### config.mk
export PLATFORM = sky130hd
export DESIGN_NAME = sensor_event_statistics
export DESIGN_NICKNAME = d
export VERILOG_FILES = /design/src/sv/ses_pkg.sv /design/src/sv/ses_err_table.sv /design/src/sv/sensor_event_statistics.sv
export SDC_FILE = /design/constraint.sdc
export NUM_CORES = 2
export LEC_CHECK = 0
export BUFFER_PORTS_ARGS = -buffer_cell sky130_fd_sc_hd__buf_4
export CORE_ASPECT_RATIO = 1.2
export CORE_MARGIN = 10
export CORE_UTILIZATION = 59
export DETAILED_ROUTE_END_ITERATION = 10
export GPL_TIMING_DRIVEN = 0
export PLACE_DENSITY = 0.78
export SETUP_SLACK_MARGIN = 0.02
export SYNTH_ARGS = -nofsm -noshare
export SYNTH_HDL_FRONTEND = slang
export SYNTH_SLANG_ARGS = --single-unit
### constraint.sdc
create_clock -name clock -period 20.8 [get_ports clock]
set_input_delay 3.12 -clock clock [delete_from_list [all_inputs] [get_ports clock]]
set_output_delay 3.12 -clock clock [all_outputs]
set_load 0.01 [all_outputs]
### src/sv/ses_pkg.sv
// Package for the sensor event statistics block: operation codes, result layout,
// saturation limits and the saturating counter helper. No dependencies.
package ses_pkg;

   // event kinds carried in the input tuser
   typedef enum logic [2:0] {
      OP_TEMP       = 3'd0,
      OP_HUM        = 3'd1,
      OP_VALID      = 3'd2,
      OP_EXCEED     = 3'd3,
      OP_DISCONNECT = 3'd4,
      OP_ERROR      = 3'd5,
      OP_OVERFLOW   = 3'd6,
      OP_IGNORE     = 3'd7
   } op_type;

   localparam int REQ_USER_W = 3;
   localparam int REQ_DATA_W = 24;
   localparam int RSP_DATA_W = 184;

   localparam logic [31:0]        CNT_MAX   = 32'hFFFF_FFFF;
   localparam logic signed [47:0] SUM_MAX   = 48'sh7FFF_FFFF_FFFF;
   localparam logic signed [47:0] SUM_MIN   = 48'sh8000_0000_0000;
   localparam logic signed [15:0] LOW_INIT  = 16'sh7FFF;
   localparam logic signed [15:0] HIGH_INIT = 16'sh8000;

   // result item, last field in the lowest bits
   typedef struct packed {
      logic [2:0]         pad;
      logic               worst_known;
      logic [31:0]        worst_errors;
      logic [3:0]         worst_sensor;
      logic [31:0]        sensor_errors;
      logic signed [47:0] channel_sum;
      logic signed [15:0] channel_max;
      logic signed [15:0] channel_min;
      logic [31:0]        event_total;
   } rsp_type;

   // counter increment that sticks at all ones
   function automatic logic [31:0] bump(input logic [31:0] c);
      return (c == CNT_MAX) ? c : c + 32'd1;
   endfunction

endpackage

### src/sv/ses_err_table.sv
// Per-sensor error count table for the sensor event statistics block.
// Registered read with bypass of a same-cycle write; valid bits make reset instant.
// Depends on nothing outside this file.
module ses_err_table #(
   parameter int SLOTS  = 16,
   parameter int ADDR_W = 4
) (
   input  logic              clock,
   input  logic              reset,
   input  logic              rd_en,
   input  logic [ADDR_W-1:0] rd_addr,
   input  logic              wr_en,
   input  logic [ADDR_W-1:0] wr_addr,
   input  logic [31:0]       wr_data,
   output logic [31:0]       rd_data
);

   logic [31:0]      mem [SLOTS];
   logic [31:0]      mem_rd_ff;
   logic [SLOTS-1:0] live_ff;
   logic             live_rd_ff;
   logic             fwd_ff;
   logic [31:0]      fwd_data_ff;

   always_ff @(posedge clock) begin
      if (wr_en) begin
         mem[wr_addr] <= wr_data;
      end
      if (rd_en) begin
         mem_rd_ff <= mem[rd_addr];
      end
   end

   always_ff @(posedge clock) begin
      if (reset) begin
         live_ff <= '0;
      end else if (wr_en) begin
         live_ff[wr_addr] <= 1'b1;
      end
   end

   // hold bypass and entry validity alongside the read data
   always_ff @(posedge clock) begin
      if (rd_en) begin
         live_rd_ff  <= live_ff[rd_addr];
         fwd_ff      <= wr_en && (wr_addr == rd_addr);
         fwd_data_ff <= wr_data;
      end
   end

   assign rd_data = fwd_ff ? fwd_data_ff : (live_rd_ff ? mem_rd_ff : 32'd0);

endmodule

### src/sv/sensor_event_statistics.sv
// Sensor event statistics: top level with input stage, update logic and result register.
// Depends on ses_pkg and ses_err_table.
//
// Usage:
//  Input channel (req_): one event per item. req_tuser holds the operation
//  (temperature sample, humidity sample, valid, exceed, disconnect, error,
//  overflow, ignored); req_tdata holds the signed sample in hundredths and
//  the signed sensor id of a failing sensor.
//  Result channel (rsp_): exactly one item per event, in order, carrying the
//  updated count of the touched category, the running min/max/sum of the
//  sampled channel, the named sensor's error count and the current leader.
//  An accepted item passes the input register, then the result register, to rsp_.
//  Throughput: one item per cycle while rsp_ is not stalled; every update is
//  one pass of short logic between the input register and the result register,
//  with the per-sensor table read on acceptance, written when the item is processed.
//  Stall: while rsp_tready is low the result register holds and the input
//  register still takes one more item, then req_tready drops.
//  Reset: clears all counters, sums and the leader, sets min/max to their
//  extreme starting values and marks every table entry as zero at once.
module sensor_event_statistics #(
   parameter int SENSOR_SLOTS = 16
) (
   input  logic                           clock,
   input  logic                           reset,
   input  logic                           req_tvalid,
   output logic                           req_tready,
   // [15:0] sample_value, [23:16] sensor_id
   input  logic [ses_pkg::REQ_DATA_W-1:0] req_tdata,
   // [2:0] operation
   input  logic [ses_pkg::REQ_USER_W-1:0] req_tuser,
   output logic                           rsp_tvalid,
   input  logic                           rsp_tready,
   // [31:0] event_total, [47:32] channel_min, [63:48] channel_max,
   // [111:64] channel_sum, [143:112] sensor_errors, [147:144] worst_sensor,
   // [179:148] worst_errors, [180] worst_known, [183:181] zero
   output logic [ses_pkg::RSP_DATA_W-1:0] rsp_tdata
);

   import ses_pkg::*;

   localparam int SLOT_W = (SENSOR_SLOTS > 1) ? $clog2(SENSOR_SLOTS) : 1;

   // input stage
   logic               in_valid_ff, in_valid_in;
   op_type             in_op_ff;
   logic signed [15:0] in_sample_ff;
   logic signed [7:0]  in_id_ff;

   // running state
   logic [31:0]        valid_total_ff, valid_total_in;
   logic [31:0]        error_total_ff, error_total_in;
   logic [31:0]        exceed_total_ff, exceed_total_in;
   logic [31:0]        overflow_total_ff, overflow_total_in;
   logic [31:0]        disconnect_total_ff, disconnect_total_in;
   logic signed [15:0] temp_low_ff, temp_low_in, temp_high_ff, temp_high_in;
   logic signed [47:0] temp_acc_ff, temp_acc_in;
   logic [31:0]        temp_samples_ff, temp_samples_in;
   logic signed [15:0] hum_low_ff, hum_low_in, hum_high_ff, hum_high_in;
   logic signed [47:0] hum_acc_ff, hum_acc_in;
   logic [31:0]        hum_samples_ff, hum_samples_in;
   logic [SLOT_W-1:0]  leader_id_ff, leader_id_in;
   logic [31:0]        leader_count_ff, leader_count_in;
   logic               leader_valid_ff, leader_valid_in;

   // result register
   logic               rsp_valid_ff, rsp_valid_in;
   rsp_type            rsp_data_ff, rsp_data_in;

   logic               advance;
   logic               req_accept;
   logic               id_in_range;
   logic               slot_wr_en;
   logic [31:0]        slot_old;
   logic [31:0]        slot_new;

   // selected channel and its update
   logic               is_hum;
   logic signed [15:0] ch_low, ch_high, new_low, new_high;
   logic signed [47:0] ch_acc, new_acc;
   logic [31:0]        ch_samples, new_samples;
   logic [48:0]        sum_wide;

   // advance when the result register is empty or being drained
   assign advance    = in_valid_ff && (!rsp_valid_ff || rsp_tready);
   assign req_tready = !in_valid_ff || advance;
   assign req_accept = req_tvalid && req_tready;

   assign in_valid_in = req_accept ? 1'b1 : (advance ? 1'b0 : in_valid_ff);

   always_ff @(posedge clock) begin
      if (reset) begin
         in_valid_ff <= 1'b0;
      end else begin
         in_valid_ff <= in_valid_in;
      end
   end

   // start the operation register at a known code so the decoder never sees X
   always_ff @(posedge clock) begin
      if (reset) begin
         in_op_ff <= OP_IGNORE;
      end else if (req_accept) begin
         in_op_ff     <= op_type'(req_tuser);
         in_sample_ff <= req_tdata[15:0];
         in_id_ff     <= req_tdata[23:16];
      end
   end

   // ids below zero or past the last slot are not tallied per sensor
   assign id_in_range = !in_id_ff[7] && ({1'b0, in_id_ff} < 9'(SENSOR_SLOTS));
   assign slot_new    = bump(slot_old);
   assign slot_wr_en  = advance && (in_op_ff == OP_ERROR) && id_in_range;

   ses_err_table #(
      .SLOTS  (SENSOR_SLOTS),
      .ADDR_W (SLOT_W)
   ) u_err_table (
      .clock   (clock),
      .reset   (reset),
      .rd_en   (req_accept),
      .rd_addr (req_tdata[16 +: SLOT_W]),
      .wr_en   (slot_wr_en),
      .wr_addr (in_id_ff[SLOT_W-1:0]),
      .wr_data (slot_new),
      .rd_data (slot_old)
   );

   // channel update: min, max, saturating sum, saturating count
   assign is_hum     = (in_op_ff == OP_HUM);
   assign ch_low     = is_hum ? hum_low_ff     : temp_low_ff;
   assign ch_high    = is_hum ? hum_high_ff    : temp_high_ff;
   assign ch_acc     = is_hum ? hum_acc_ff     : temp_acc_ff;
   assign ch_samples = is_hum ? hum_samples_ff : temp_samples_ff;

   assign new_low     = (in_sample_ff < ch_low)  ? in_sample_ff : ch_low;
   assign new_high    = (in_sample_ff > ch_high) ? in_sample_ff : ch_high;
   assign sum_wide    = {ch_acc[47], ch_acc} + {{33{in_sample_ff[15]}}, in_sample_ff};
   assign new_samples = bump(ch_samples);

   // clamp when the two top bits of the wide sum disagree
   always_comb begin
      if (sum_wide[48] != sum_wide[47]) begin
         new_acc = sum_wide[48] ? SUM_MIN : SUM_MAX;
      end else begin
         new_acc = sum_wide[47:0];
      end
   end

   always_comb begin
      valid_total_in      = valid_total_ff;
      error_total_in      = error_total_ff;
      exceed_total_in     = exceed_total_ff;
      overflow_total_in   = overflow_total_ff;
      disconnect_total_in = disconnect_total_ff;
      temp_low_in         = temp_low_ff;
      temp_high_in        = temp_high_ff;
      temp_acc_in         = temp_acc_ff;
      temp_samples_in     = temp_samples_ff;
      hum_low_in          = hum_low_ff;
      hum_high_in         = hum_high_ff;
      hum_acc_in          = hum_acc_ff;
      hum_samples_in      = hum_samples_ff;
      leader_id_in        = leader_id_ff;
      leader_count_in     = leader_count_ff;
      leader_valid_in     = leader_valid_ff;
      rsp_data_in         = '0;
      unique case (in_op_ff)
         OP_TEMP: begin
            temp_low_in     = new_low;
            temp_high_in    = new_high;
            temp_acc_in     = new_acc;
            temp_samples_in = new_samples;
         end
         OP_HUM: begin
            hum_low_in     = new_low;
            hum_high_in    = new_high;
            hum_acc_in     = new_acc;
            hum_samples_in = new_samples;
         end
         OP_VALID: begin
            valid_total_in          = bump(valid_total_ff);
            rsp_data_in.event_total = valid_total_in;
         end
         OP_EXCEED: begin
            exceed_total_in         = bump(exceed_total_ff);
            rsp_data_in.event_total = exceed_total_in;
         end
         OP_DISCONNECT: begin
            disconnect_total_in     = bump(disconnect_total_ff);
            rsp_data_in.event_total = disconnect_total_in;
         end
         OP_ERROR: begin
            error_total_in          = bump(error_total_ff);
            rsp_data_in.event_total = error_total_in;
            if (id_in_range) begin
               rsp_data_in.sensor_errors = slot_new;
               // strictly greater: on a tie the earlier leader stays
               if (slot_new > leader_count_ff) begin
                  leader_count_in = slot_new;
                  leader_id_in    = in_id_ff[SLOT_W-1:0];
                  leader_valid_in = 1'b1;
               end
            end
         end
         OP_OVERFLOW: begin
            overflow_total_in       = bump(overflow_total_ff);
            rsp_data_in.event_total = overflow_total_in;
         end
         OP_IGNORE: begin
         end
      endcase
      if (in_op_ff == OP_TEMP || in_op_ff == OP_HUM) begin
         rsp_data_in.event_total = new_samples;
         rsp_data_in.channel_min = new_low;
         rsp_data_in.channel_max = new_high;
         rsp_data_in.channel_sum = new_acc;
      end
      rsp_data_in.worst_sensor = 4'(leader_id_in);
      rsp_data_in.worst_errors = leader_count_in;
      rsp_data_in.worst_known  = leader_valid_in;
   end

   always_ff @(posedge clock) begin
      if (reset) begin
         valid_total_ff      <= '0;
         error_total_ff      <= '0;
         exceed_total_ff     <= '0;
         overflow_total_ff   <= '0;
         disconnect_total_ff <= '0;
         temp_low_ff         <= LOW_INIT;
         temp_high_ff        <= HIGH_INIT;
         temp_acc_ff         <= '0;
         temp_samples_ff     <= '0;
         hum_low_ff          <= LOW_INIT;
         hum_high_ff         <= HIGH_INIT;
         hum_acc_ff          <= '0;
         hum_samples_ff      <= '0;
         leader_id_ff        <= '0;
         leader_count_ff     <= '0;
         leader_valid_ff     <= 1'b0;
      end else if (advance) begin
         valid_total_ff      <= valid_total_in;
         error_total_ff      <= error_total_in;
         exceed_total_ff     <= exceed_total_in;
         overflow_total_ff   <= overflow_total_in;
         disconnect_total_ff <= disconnect_total_in;
         temp_low_ff         <= temp_low_in;
         temp_high_ff        <= temp_high_in;
         temp_acc_ff         <= temp_acc_in;
         temp_samples_ff     <= temp_samples_in;
         hum_low_ff          <= hum_low_in;
         hum_high_ff         <= hum_high_in;
         hum_acc_ff          <= hum_acc_in;
         hum_samples_ff      <= hum_samples_in;
         leader_id_ff        <= leader_id_in;
         leader_count_ff     <= leader_count_in;
         leader_valid_ff     <= leader_valid_in;
      end
   end

   // result register: load on advance, drop once taken
   assign rsp_valid_in = advance ? 1'b1 : (rsp_tready ? 1'b0 : rsp_valid_ff);

   always_ff @(posedge clock) begin
      if (reset) begin
         rsp_valid_ff <= 1'b0;
      end else begin
         rsp_valid_ff <= rsp_valid_in;
      end
   end

   always_ff @(posedge clock) begin
      if (advance) begin
         rsp_data_ff <= rsp_data_in;
      end
   end

   assign rsp_tvalid = rsp_valid_ff;
   assign rsp_tdata  = rsp_data_ff;

endmodule

Word level (Yosys, flattened, before mapping)
Memories as Yosys holds them, arrays and structs flattened. A register that Yosys moved wholly into a read port is not among the register bits.
Cells that the tools add are included.
{"block": "classes", "addsub": 8, "n_lt_le_gt_ge": 7, "n_eq_ne": 15, "muxes": 38, "bitwise": 2, "n_reduce_logical": 25}
{"operator": "$mux 32", "n": 14}
{"operator": "$add 32x1->32 const B", "n": 7}
{"operator": "$eq 32x32->1 const B", "n": 7}
{"operator": "$pmux 32 s5", "n": 1}
{"operator": "$mux 48", "n": 3}
{"operator": "$mux 16", "n": 4}
{"operator": "$add 48x16->49", "n": 1}
{"operator": "$gt 32x32->1", "n": 1}
{"operator": "$reduce_and 2->1", "n": 9}
{"operator": "$gt 16x16->1", "n": 1}
{"operator": "$lt 16x16->1", "n": 1}
{"operator": "$or 16x16->16", "n": 1}
{"operator": "$mux 4", "n": 3}
{"operator": "$mux 1", "n": 11}
{"operator": "$lt 4x5->1 const B", "n": 2}
{"operator": "$eq 3x3->1 const B", "n": 3}
{"operator": "$lt 8x5->1 const B", "n": 1}
{"operator": "$logic_and 1x1->1", "n": 7}
{"operator": "$eq 3x2->1 const B", "n": 2}
{"operator": "$bmux 1 s4", "n": 1}
{"operator": "$demux 1 s4", "n": 1}
{"operator": "$eq 4x4->1", "n": 1}
{"operator": "$ge 4x1->1 const B", "n": 1}
{"operator": "$reduce_bool 2->1", "n": 2}
{"operator": "6 further kinds", "n": 10}
{"block": "totals", "reg_bits": 681, "ram_bits": 512, "output_inout_bits": 186, "mem_count": 1}
{"name": "u_err_table.mem", "words": 16, "width": 32, "rd": 1, "rd_clocked_by_memory_dff": 1, "wr": 1, "line_no": "ses_err_table.sv:18", "rtl": "logic [31:0] mem [SLOTS];"}

Depth between registers and ports, before layout
{"block": "depth", "depth_word": 8, "depth_mapped": 24}

Hierarchy
From an unflattened synthesis, not the netlist that was laid out.
{"block": "hier_totals", "hier_cells": 5090, "area_unflattened_um2": 57222.4}
{"module": "sensor_event_statistics", "n_inst": 1, "cells_per_inst": 4100, "area_per_inst_um2": 34988.6}
{"module": "ses_err_table", "n_inst": 1, "cells_per_inst": 990, "area_per_inst_um2": 22233.8}

Worst setup path after synthesis
Ideal clock, no wire load.
{"block": "synth_path", "path_type": "input port to flip-flop", "from": "in rsp_tready", "to": "reg leader_count_ff[15]", "t_arrival_ns": 9.050, "t_required_ns": 20.672, "setup_slack_ns": 11.623, "stages": 8, "path_cell_list": "nor2b_1 -> nand2b_1 -> clkinv_1 -> o211ai_1 -> buf_1 -> buf_1 -> mux2i_1 -> nor2_1"}
{"block": "synth_via", "elab_chain_cells": 2}
{"item": "from (decl)", "line_no": "sensor_event_statistics.sv:32", "rtl": "input logic rsp_tready,"}
{"item": "$logic_or 1x1->1", "line_no": "sensor_event_statistics.sv:84", "rtl": "assign advance = in_valid_ff && (!rsp_valid_ff || rsp_tready);"}
{"item": "$logic_and 1x1->1", "line_no": "sensor_event_statistics.sv:84"}
{"item": "net advance", "line_no": "sensor_event_statistics.sv:69", "rtl": "logic advance;"}
{"item": "to (signal assigned)", "line_no": "sensor_event_statistics.sv:256", "rtl": "leader_count_ff <= leader_count_in;"}
{"item": "to (decl)", "line_no": "sensor_event_statistics.sv:62", "rtl": "logic [31:0] leader_count_ff, leader_count_in;"}
The timed path passes the listed nets, and every way through them passes these cells.
A chain may end at the register's enable or synchronous reset.

Worst setup path after layout
{"block": "layout_path", "from": "reg in_op_ff[0]", "to": "reg rsp_data_ff, in the netlist rsp_tdata[65], data pin"}
{"block": "layout_via", "elab_chain_cells": 5, "elab_cells_between_ends": 8, "cone_classes": "add/sub (1); eq/ne (2); mux (3); reduce/logical (2)"}
{"item": "from (decl)", "line_no": "sensor_event_statistics.sv:45", "rtl": "op_type in_op_ff;"}
{"item": "from (signal assigned)", "line_no": "sensor_event_statistics.sv:103", "rtl": "in_op_ff <= op_type'(req_tuser);"}
{"item": "$eq 3x1->1", "line_no": "sensor_event_statistics.sv:129, sensor_event_statistics.sv:212"}
{"item": "$mux 48", "line_no": "sensor_event_statistics.sv:132", "rtl": "assign ch_acc = is_hum ? hum_acc_ff : temp_acc_ff;"}
{"item": "$add 48x16->49", "line_no": "sensor_event_statistics.sv:137", "rtl": "assign sum_wide = {ch_acc[47], ch_acc} + {{33{in_sample_ff[15]}}, in_sample_ff};"}
{"item": "$mux 48 / $ne 1x1->1 (equally long branches)", "line_no": "sensor_event_statistics.sv:143, sensor_event_statistics.sv:142"}
{"item": "$mux 48", "line_no": "sensor_event_statistics.sv:142", "rtl": "if (sum_wide[48] != sum_wide[47]) begin"}
{"item": "to (signal assigned)", "line_no": "sensor_event_statistics.sv:274", "rtl": "rsp_data_ff <= rsp_data_in;"}
{"item": "to (decl)", "line_no": "sensor_event_statistics.sv:67", "rtl": "rsp_type rsp_data_ff, rsp_data_in;"}
Parallel ways exist; a longest one is shown, timed or not.

==> summary.md <==
* **start point of the critical path** in_op_ff[0]$_SDFFE_PP1P_
* **FF-to-FF setup slack** 11920 ps
* **final-stage net count** 5472
* **clock latency at the later pin of the worst-skew pair** 750 ps
* **crit path launch type** flip-flop
* **worst endpoint required time** 21230 ps
* **DIE HEIGHT** 360 um
* **Post-synth EDFFs** 783
* **H-tree levels** 3
* **clock tree buffer depth** 3
* **placeable core area** 95600 um^2
* **total inserted antenna cells** 0
* **number of buffers and inverters on the critical path** 7
* **final count of negative-setup-slack endpoints** 0
* **full die area** 109000 um^2
* **Initial Util** 59.6%
* **most common flop cell mapped by yosys** edfxtp_1
* **Pins Over Slew Limit** 0
* **vias in the first global route** 40800
* **share of flip-flops with an asynchronous set or reset** 0%
* **share of final-layout standard cells stronger than drive strength 1** 14.3%
* **Rows** 124
* **cell count of the worst hold path** 2
* **kind of cell adding the most delay to the critical path** buffers and inverters
* **arrival time reported for the critical path endpoint** 9310 ps
* **worst reg2reg path startpoint** in_op_ff[0]$_SDFFE_PP1P_
* **Sink Count** 1225
* **# resized after CTS** 0
* **critical path type** reg2reg
* **Clock Root Buffer** clkbuf_16
* **top fanout value on the critical path** 10
* **distinct cell type count of the synthesized netlist** 91
* **# DRC** 0
* **Worst Min Path Start** temp_acc_ff[7]$_SDFFE_PP0P_
* **IO buf count** 212
* **clock-pin slew on the worst setup and hold paths** 70 ps
* **number of post-CTS setup repair buffers** 0
* **leftover overflow at the end of global routing** 0
* **global-route wire length before repair** 248000 um
* **CP cell instances** buf_2, nor3b_2, clkbuf_1, clkbuf_1, clkbuf_1, clkbuf_1, nand2_1, nand2_1, ha_1, a211oi_1, o21bai_1, o21ai_0, o221a_2, o21ai_0, a21oi_1, o41a_1, clkbuf_1, nand2_1, nand2_1, clkbuf_1, nor2_1
* **largest incremental delay on the critical path** 880 ps
* **Max Cap Violations** 1
* **violated checks** max-capacitance violations
* **TritonCTS clock tree** built
* **count of antenna-violating nets left after detailed routing** 0
* **Final Hold Fails** 0
* **RD Place Congestion** 1.00
* **number of cells traversed by the worst register-to-register path** 21
* **aggregate routed wire length** 165000 um
* **worst IR drop on VDD** 0.0785 mV
* **post-route fraction of the period consumed by the critical path** 42.7%
* **capture endpoint of the worst hold path** temp_acc_ff[7]$_SDFFE_PP0P_
* **R2R Path End** rsp_tdata[65]$_SDFFCE_PN0P_
* **number of standard cells after synthesis** 4949
* **Setup TNS Final** 0 ps
* **status** finished, violations left
* **total number of vias** 42100
* **die width** 304 um
* **number of detailed-routing iterations run before antenna repair** 8
* **Power Total** 5.12 mW
* **Hold WS** 452 ps
* **YS warnings** 0
* **half-perimeter wire length of the detailed placement result** 114000 um
* **unrepaired setup endpoints after global routing** no
* **number of buffers created by CTS** 115
* **library cell appearing most often on the critical path** clkbuf_1
* **vias per cell** 6.30
* **Layout Area Growth over Synthesis** 14.3%
* **headroom to the max-slew limit** 1.28%
* **number of top-level pins** 217
* **worst-case setup margin in the final layout** 11920 ps
* **leakage power total** 22.8 nW
* **worst-margin pin slew** 1460 ps
* **crit end category** flip-flop
* **Seq cells post-synth** 1225
* **part of the Yosys area used for sequential elements** 56.9%
* **total standard cell area after synthesis** 56900 um^2
* **pin count of the biggest net entering global routing** 103
* **shortest period the worst path allows** 8880 ps
* **mean cell area of the mapped netlist** 11.5 um^2
* **1st-iter DRT viols** 4767
* **average wire per cell in the routed design** 24.6 um
* **CP max-delay cell** nor3b_2
* **maximum frequency from static timing analysis** 113 MHz
* **global routing usage summed across all routing layers** 29.4%
* **Place WS** 11820 ps
* **number of buffers inserted for hold repair after clock tree synthesis** 0
* **final setup skew** 73.8 ps
* **initial antenna violation count** 3
* **HP Class** reg2reg
* **power per cell area** 78.7 nW/um^2
## layout make-up
type | count | area [um^2]
Clock inverter | 74 | 811
Inverter | 82 | 315
Multi-Input combinational cell | 3370 | 23500
Clock buffer | 144 | 3100
Timing Repair Buffer | 254 | 2280
Tap cell | 1260 | 1580
Fill cell | 6897 | 30500
Buffer | 274 | 1100
Sequential cell | 1225 | 32400
## worst register-to-register path, cell delays in order, from the launching register on
cell and delay [ps]:
dfxtp_1 330, buf_2 230, nor3b_2 880, clkbuf_1 530
clkbuf_1 760, clkbuf_1 750, clkbuf_1 780, nand2_1 120
nand2_1 90, ha_1 290, a211oi_1 330, o21bai_1 200
o21ai_0 380, o221a_2 310, o21ai_0 210, a21oi_1 380
o41a_1 200, clkbuf_1 430, nand2_1 190, nand2_1 460
clkbuf_1 530, nor2_1 200
## synth_stat cells (all sizes together), types with 11 or more instances
master / number / area share (%)
a211oi: 26 / 0.35
a21o: 35 / 0.46
a21oi: 236 / 2.1
a221oi: 15 / 0.23
a22o: 20 / 0.31
a22oi: 24 / 0.32
and2: 47 / 0.52
and3: 38 / 0.43
and4: 20 / 0.31
buf: 56 / 0.49
clkbuf: 218 / 1.4
dfxtp: 442 / 16
edfxtp: 783 / 41
ha: 118 / 2.6
inv: 81 / 0.53
mux2: 55 / 1.1
mux2i: 117 / 2.1
mux4: 165 / 6.5
nand2: 618 / 4.1
nand2b: 11 / 0.12
nand3: 142 / 1.3
nand3b: 12 / 0.16
nand4: 91 / 1.0
nand4b: 13 / 0.21
nor2: 566 / 3.7
nor2b: 52 / 0.57
nor3: 73 / 0.65
nor4: 18 / 0.25
o211ai: 15 / 0.20
o21a: 11 / 0.15
o21ai: 208 / 1.8
o221ai: 17 / 0.26
o22ai: 34 / 0.37
or2: 14 / 0.15
or3: 49 / 0.54
xnor2: 206 / 3.2
xor2: 212 / 3.3
## where the power goes
| part | switching [mW] | total (mW) | leakage (nW) | internal [mW] |
|---|---|---|---|---|
| logic | 0.191 | 0.294 | 10.2 | 0.103 |
| registers | 0.0203 | 2.64 | 10.8 | 2.62 |
| clock network | 0.977 | 2.18 | 1.86 | 1.21 |
| total | 1.19 | 5.12 | 22.8 | 3.93 |
## stage by stage
stage	instance area (um^2)	util (%)	std cells
6_report	65000	68.1	6683
5_1_grt	65000	68.1	6683
4_1_cts	65000	68.0	6683
3_5_place_dp	61100	63.9	6465
3_3_place_gp	60100	62.9	6423
2_1_floorplan	56900	-	4951
## registers in the layout (all words and copies together) (netlist names), 48 cells and up
register / cells
u_err_table.mem: 512
rsp_tdata: 181
hum_acc_ff: 48
temp_acc_ff: 48
## cell families after synthesis
kind of cell | synth area share [%]
compound gates | 7.52
flops | 56.9
fa+ha+maj | 2.65
other cells | 0.00659
mux | 9.68
buf+inv | 2.47
simple gates | 14.4
xor+xnor | 6.45
## worst max path at each step
stage,to,cells past startpoint
2_1_floorplan,leader_count_ff[15]$_SDFFE_PP0P_,8
3_3_place_gp,hum_acc_ff[2]$_SDFFE_PP0P_,10
3_5_place_dp,rsp_tdata[179]$_DFFE_PP_,22
4_1_cts,rsp_tdata[147]$_DFFE_PP_,22
5_1_grt,rsp_tdata[65]$_SDFFCE_PN0P_,22
6_report,rsp_tdata[65]$_SDFFCE_PN0P_,21
## layer usage
metal,GRT usage [%],share of wire (%),vias to the layer above
li1,-,-,18700
met1,36.9,36,20400
met2,47.9,47,2468
met3,5.89,10,536
met4,15.2,5.9,6
met5,0,0.028,-
## placed cells by master, fill, tap and decap left out, types with 118 or more instances in the layout
cell	synthesis	layout
mux4_2	165	165
edfxtp_1	783	783
ha_1	118	118
a21oi_1	236	235
o21ai_0	205	205
buf_4	3	215
clkbuf_1	216	237
nand3_1	140	140
nand2_1	617	617
clkbuf_16	0	118
dfxtp_1	442	442
xnor2_1	205	185
nor2_1	565	552
xor2_1	212	203
No activity file was read; power rests on OpenSTA's default activity.
